`src/sv/rdbm_pkg.sv`:
```
// ----------------------------------------------------------------------------
// rdbm_pkg
// Shared codes, constants and controller/datapath interface types for the
// RAM-disk bank mapper.
// ----------------------------------------------------------------------------
package rdbm_pkg;

  // command codes
  localparam logic [2:0] CMD_RD_BYTE   = 3'd0;
  localparam logic [2:0] CMD_WR_BYTE   = 3'd1;
  localparam logic [2:0] CMD_RD_WORD   = 3'd2;
  localparam logic [2:0] CMD_RD_SCREEN = 3'd3;
  localparam logic [2:0] CMD_SET_MODE  = 3'd4;

  // address space codes
  localparam logic [1:0] SPACE_CPU    = 2'd0;
  localparam logic [1:0] SPACE_STACK  = 2'd1;
  localparam logic [1:0] SPACE_GLOBAL = 2'd2;

  localparam int unsigned PAGE_BITS = 16;

  // mapping windows
  localparam logic [15:0] WIN_A_LO = 16'hA000;
  localparam logic [15:0] WIN_A_HI = 16'hDFFF;
  localparam logic [15:0] WIN_8_LO = 16'h8000;
  localparam logic [15:0] WIN_8_HI = 16'h9FFF;
  localparam logic [15:0] WIN_E_LO = 16'hE000;

  // screen planes start at 8000 and follow every 2000
  localparam logic [19:0] SCREEN_BASE  = 20'h08000;
  localparam int unsigned PLANE_SHIFT  = 13;

  // mode byte E8AsSSMM
  localparam int unsigned MODE_WIN_LSB   = 5;
  localparam int unsigned MODE_STACK_EN  = 4;
  localparam int unsigned MODE_SPAGE_LSB = 2;
  localparam int unsigned MODE_RPAGE_LSB = 0;

  typedef struct packed {
    logic       load;
    logic       issue;
    logic [1:0] beat;
    logic       clear;
    logic       out_load;
  } rdbm_cmd_t;

  typedef struct packed {
    logic [2:0] beats;
    logic       clr_last;
  } rdbm_sts_t;

endpackage

```
`src/sv/rdbm_ctrl.sv`:
```
// ----------------------------------------------------------------------------
// rdbm_ctrl
// Sequencer: clearing pass after reset, then one transaction at a time,
// one memory beat per cycle, and the output valid flag.
// ----------------------------------------------------------------------------
module rdbm_ctrl
  import rdbm_pkg::*;
(
  input  logic      clk,
  input  logic      rst_n,
  input  logic      in_valid,
  output logic      in_ready,
  output logic      out_valid,
  input  logic      out_ready,
  output rdbm_cmd_t cmd,
  input  rdbm_sts_t sts
);

  typedef enum logic [2:0] {
    S_CLEAR,
    S_IDLE,
    S_ISSUE,
    S_OUT
  } state_t;

  state_t     state_r, state_nxt;
  logic [1:0] beat_r, beat_nxt;
  logic       out_valid_r, out_valid_nxt;
  logic       last_beat;

  assign last_beat = (3'({1'b0, beat_r}) + 3'd1) == sts.beats;

  always_comb begin
    state_nxt     = state_r;
    beat_nxt      = beat_r;
    out_valid_nxt = out_valid_r;
    cmd           = '0;
    cmd.beat      = beat_r;
    if (out_valid_r && out_ready) begin
      out_valid_nxt = 1'b0;
    end
    unique case (state_r)
      S_CLEAR: begin
        cmd.clear = 1'b1;
        if (sts.clr_last) begin
          state_nxt = S_IDLE;
        end
      end
      S_IDLE: begin
        if (in_valid) begin
          cmd.load  = 1'b1;
          beat_nxt  = 2'd0;
          state_nxt = S_ISSUE;
        end
      end
      S_ISSUE: begin
        cmd.issue = 1'b1;
        beat_nxt  = beat_r + 2'd1;
        if (last_beat) begin
          state_nxt = S_OUT;
        end
      end
      S_OUT: begin
        // hold the result until the output register is free
        if (!out_valid_r || out_ready) begin
          cmd.out_load  = 1'b1;
          out_valid_nxt = 1'b1;
          state_nxt     = S_IDLE;
        end
      end
      default: begin
        state_nxt = S_IDLE;
      end
    endcase
  end

  always_ff @(posedge clk) begin
    if (!rst_n) begin
      state_r     <= S_CLEAR;
      beat_r      <= 2'd0;
      out_valid_r <= 1'b0;
    end else begin
      state_r     <= state_nxt;
      beat_r      <= beat_nxt;
      out_valid_r <= out_valid_nxt;
    end
  end

  assign in_ready  = (state_r == S_IDLE);
  assign out_valid = out_valid_r;

endmodule

```
`config.mk`:
```
export PLATFORM = sky130hd
export DESIGN_NAME = rdbm_ctrl
export DESIGN_NICKNAME = d
export VERILOG_FILES = /design/src/sv/rdbm_pkg.sv /design/src/sv/rdbm_ctrl.sv
export SDC_FILE = /design/constraint.sdc
export NUM_CORES = 1
export LEC_CHECK = 0
export ABC_AREA = 1
export ABC_CLOCK_PERIOD_IN_PS = 2680
export BUFFER_PORTS_ARGS = -buffer_cell sky130_fd_sc_hd__buf_2
export CORE_AREA = 4 4 41 43
export CTS_CLUSTER_DIAMETER = 60
export DETAILED_ROUTE_END_ITERATION = 12
export DIE_AREA = 0 0 45 47
export HOLD_SLACK_MARGIN = 0.08
export SYNTH_ARGS = -nofsm -noshare
export SYNTH_HDL_FRONTEND = slang
export SYNTH_SLANG_ARGS = --single-unit
```
`constraint.sdc`:
```
create_clock -name clk -period 2.68 [get_ports clk]
set_input_delay 0.268 -clock clk [delete_from_list [all_inputs] [get_ports clk]]
set_output_delay 0.268 -clock clk [all_outputs]
set_load 0.01 [all_outputs]
```
==> metrics <==
Post-synth EDFFs=0; Final Hold Vio Count=0; largest net degree at the start of global routing=6; CP max FO=5; RSZ-0062 raised after global routing=no; Clock Pin Slew Worst Setup and Hold Paths=0.05 ns; CTS Buf Count=3; input/output buffers=15; min Tclk post-route=1.45 ns; post-synthesis sequential area ratio=0.268; Post-CTS Setup Inserts=0; placer congestion estimate=0.789; hpwl dp=691 microns; Area growth, synth to finish=32.1%; Die X=45 microns; Worst Tran Pin Value=0.224 ns; DR WL/cell=9.53 microns; Async SR Flop Fraction=0; PD cells=947 mW/mm^2; status=complete, no violations; crit start category=flop; GR Overflow Total=0; CTS root buf=clkbuf_4; initial antenna violation count=0; largest family of logic cells by synthesized area=simple AND/OR/NAND/NOR gates; most common cell in the netlist=inv_1; Starting Density=0.288; H-tree depth=1; # IOs=16; DR vias=390; post-cts hold buffer count=0; core area=0.00130 sq mm; Worst EP arrival=1.18 ns; post-layout util=0.380; Critical Path RT=2.41 ns; Yosys cell types=14; Yosys reg bits=5; die area=0.00212 sq mm; CTS tree=done; area share of fa/ha/maj cells after synthesis=0.167; Worst Skew=0.000893 ns; crit path launch=state_r[1]; Worst R2R Setup Slack=1.33 ns; post-synthesis simple-gate area fraction=0.281; synth top area cells=dfxtp_1 27%, ha_1 17%, inv_1 12%; num rows=13; max frequency=690 MHz; post-layout net count=88; max-slew violations=0; Crit Path Class=reg -> out; post-CTS sizing=0; Synth Area in XOR/XNOR=0.0234; Syn Inst Count=55; share of cells above drive strength 1=0.351; Tot GR Track Use=0.103; DP Worst Slack=1.32 ns; Peak VDD IR=0.419 mV; DR vias/cell=4.38; setup_tns=0 ns; initial DRC count=2; antenna violation net count after detailed routing=0; drt drc=0; Ant. Diodes=0; worst hold-check path type=in -> reg; part of the cycle the worst path needs=0.541; Mapped Area=374 sq um; clk_lat worst skew=0.25 ns; post-synth top area share=0.268; Static Leak=0.280 nW; first-pass GRT wire length=1480 microns; mux cell area share after synthesis=0; CP Capture Point=cmd[5]; final setup violation count=0; post-synth top area cell=dfxtp_1; drt total wl=848 microns; Worst R2R Path Depth=7; Synth Flop Type=dfxtp_1; Synthesis Warnings=0; final setup margin=1.23 ns; complex-gate fraction of the synthesized area=0.130; Post-Syn Area per Cell=6.80 sq um; CTS max path bufs=2; R2R Path End=state_r[0]; Layout fillers=156; Crit. End Element=primary output; syn nets=68; Worst slew margin=0.849; DR pass1 iterations=2; Num Clock Sinks=5; die height=47 microns; vias in the first global route=372; reg2reg start=beat_r[0]; Max-Cap Viols=0; synth cell count leaders=12 x inv_1, 9 x nand2_1, 6 x a21oi_1, 5 x dfxtp_1, 5 x ha_1
[routing by layer]
metal / vias to the layer above / part of all wire / GRT usage
li1: 206 / - / -
met1: 168 / 0.43 / 0.104
met2: 11 / 0.46 / 0.167
met3: 5 / 0.075 / 0.0268
met4: 0 / 0.041 / 0.105
met5: - / 0 / 0
[cell usage in the layout, fill, tap and decap left out, drive strengths merged]
master,instances
a21oi,6
buf,15
clkbuf,4
xnor2,1
inv,13
ha,5
o21ai,3
nand3,4
nor2,5
dfxtp,5
nand2,13
[worst max-delay path: stages (launching register included)]
cell and delay, ns:
dfxtp_1 0.37, inv_1 0.08, ha_1 0.25, nand2_1 0.08
inv_1 0.03, buf_2 0.13
[stage by stage]
stage	cells	hold WS [ns]	instance area, sq um	total power [mW]
floorplan	55	0.389	374	0.306
global placement	85	0.471	468	0.376
detailed placement	85	0.475	468	0.380
CTS	89	0.274	494	0.477
global route	89	0.294	494	0.515
finish	89	0.278	494	0.468
[worst min path at each step]
stage / to / depth (start not counted) / startpoint
after floorplan: state_r[1] / 2 / rst_n
after global placement: beat_r[1] / 2 / beat_r[1]
after detailed placement: beat_r[1] / 2 / beat_r[1]
after CTS: state_r[0] / 3 / rst_n
after global routing: state_r[1] / 3 / rst_n
final: state_r[0] / 3 / rst_n
[power by group]
part / total, mW / switching [mW] / internal, mW
clock: 0.0917 / 0.0351 / 0.0566
sequential: 0.123 / 0.0246 / 0.0981
combinational: 0.253 / 0.149 / 0.105
[registers in the layout, summed over array words and instances, names as in the netlist]
signal	count
out_valid	1
beat_r	2
state_r	2
[cells by family after synthesis]
| group | after synthesis |
|---|---|
| xor gates and xnor gates | 1 |
| AOI/OAI and AO/OA | 9 |
| DFF | 5 |
| adders and majority gates | 5 |
| and+or+nand+nor | 22 |
| buffers and inverters | 13 |
[area by class of cell]
class,instances,area (sq um),area share
repair buffers,15,75.1,0.152
flip-flops and latches,5,100,0.203
well taps,15,18.8,0.0380
inverters,13,48.8,0.0987
multi-input cells,37,225,0.456
clock buffers,4,26.3,0.0532
Power figures use the tool's default switching activity.
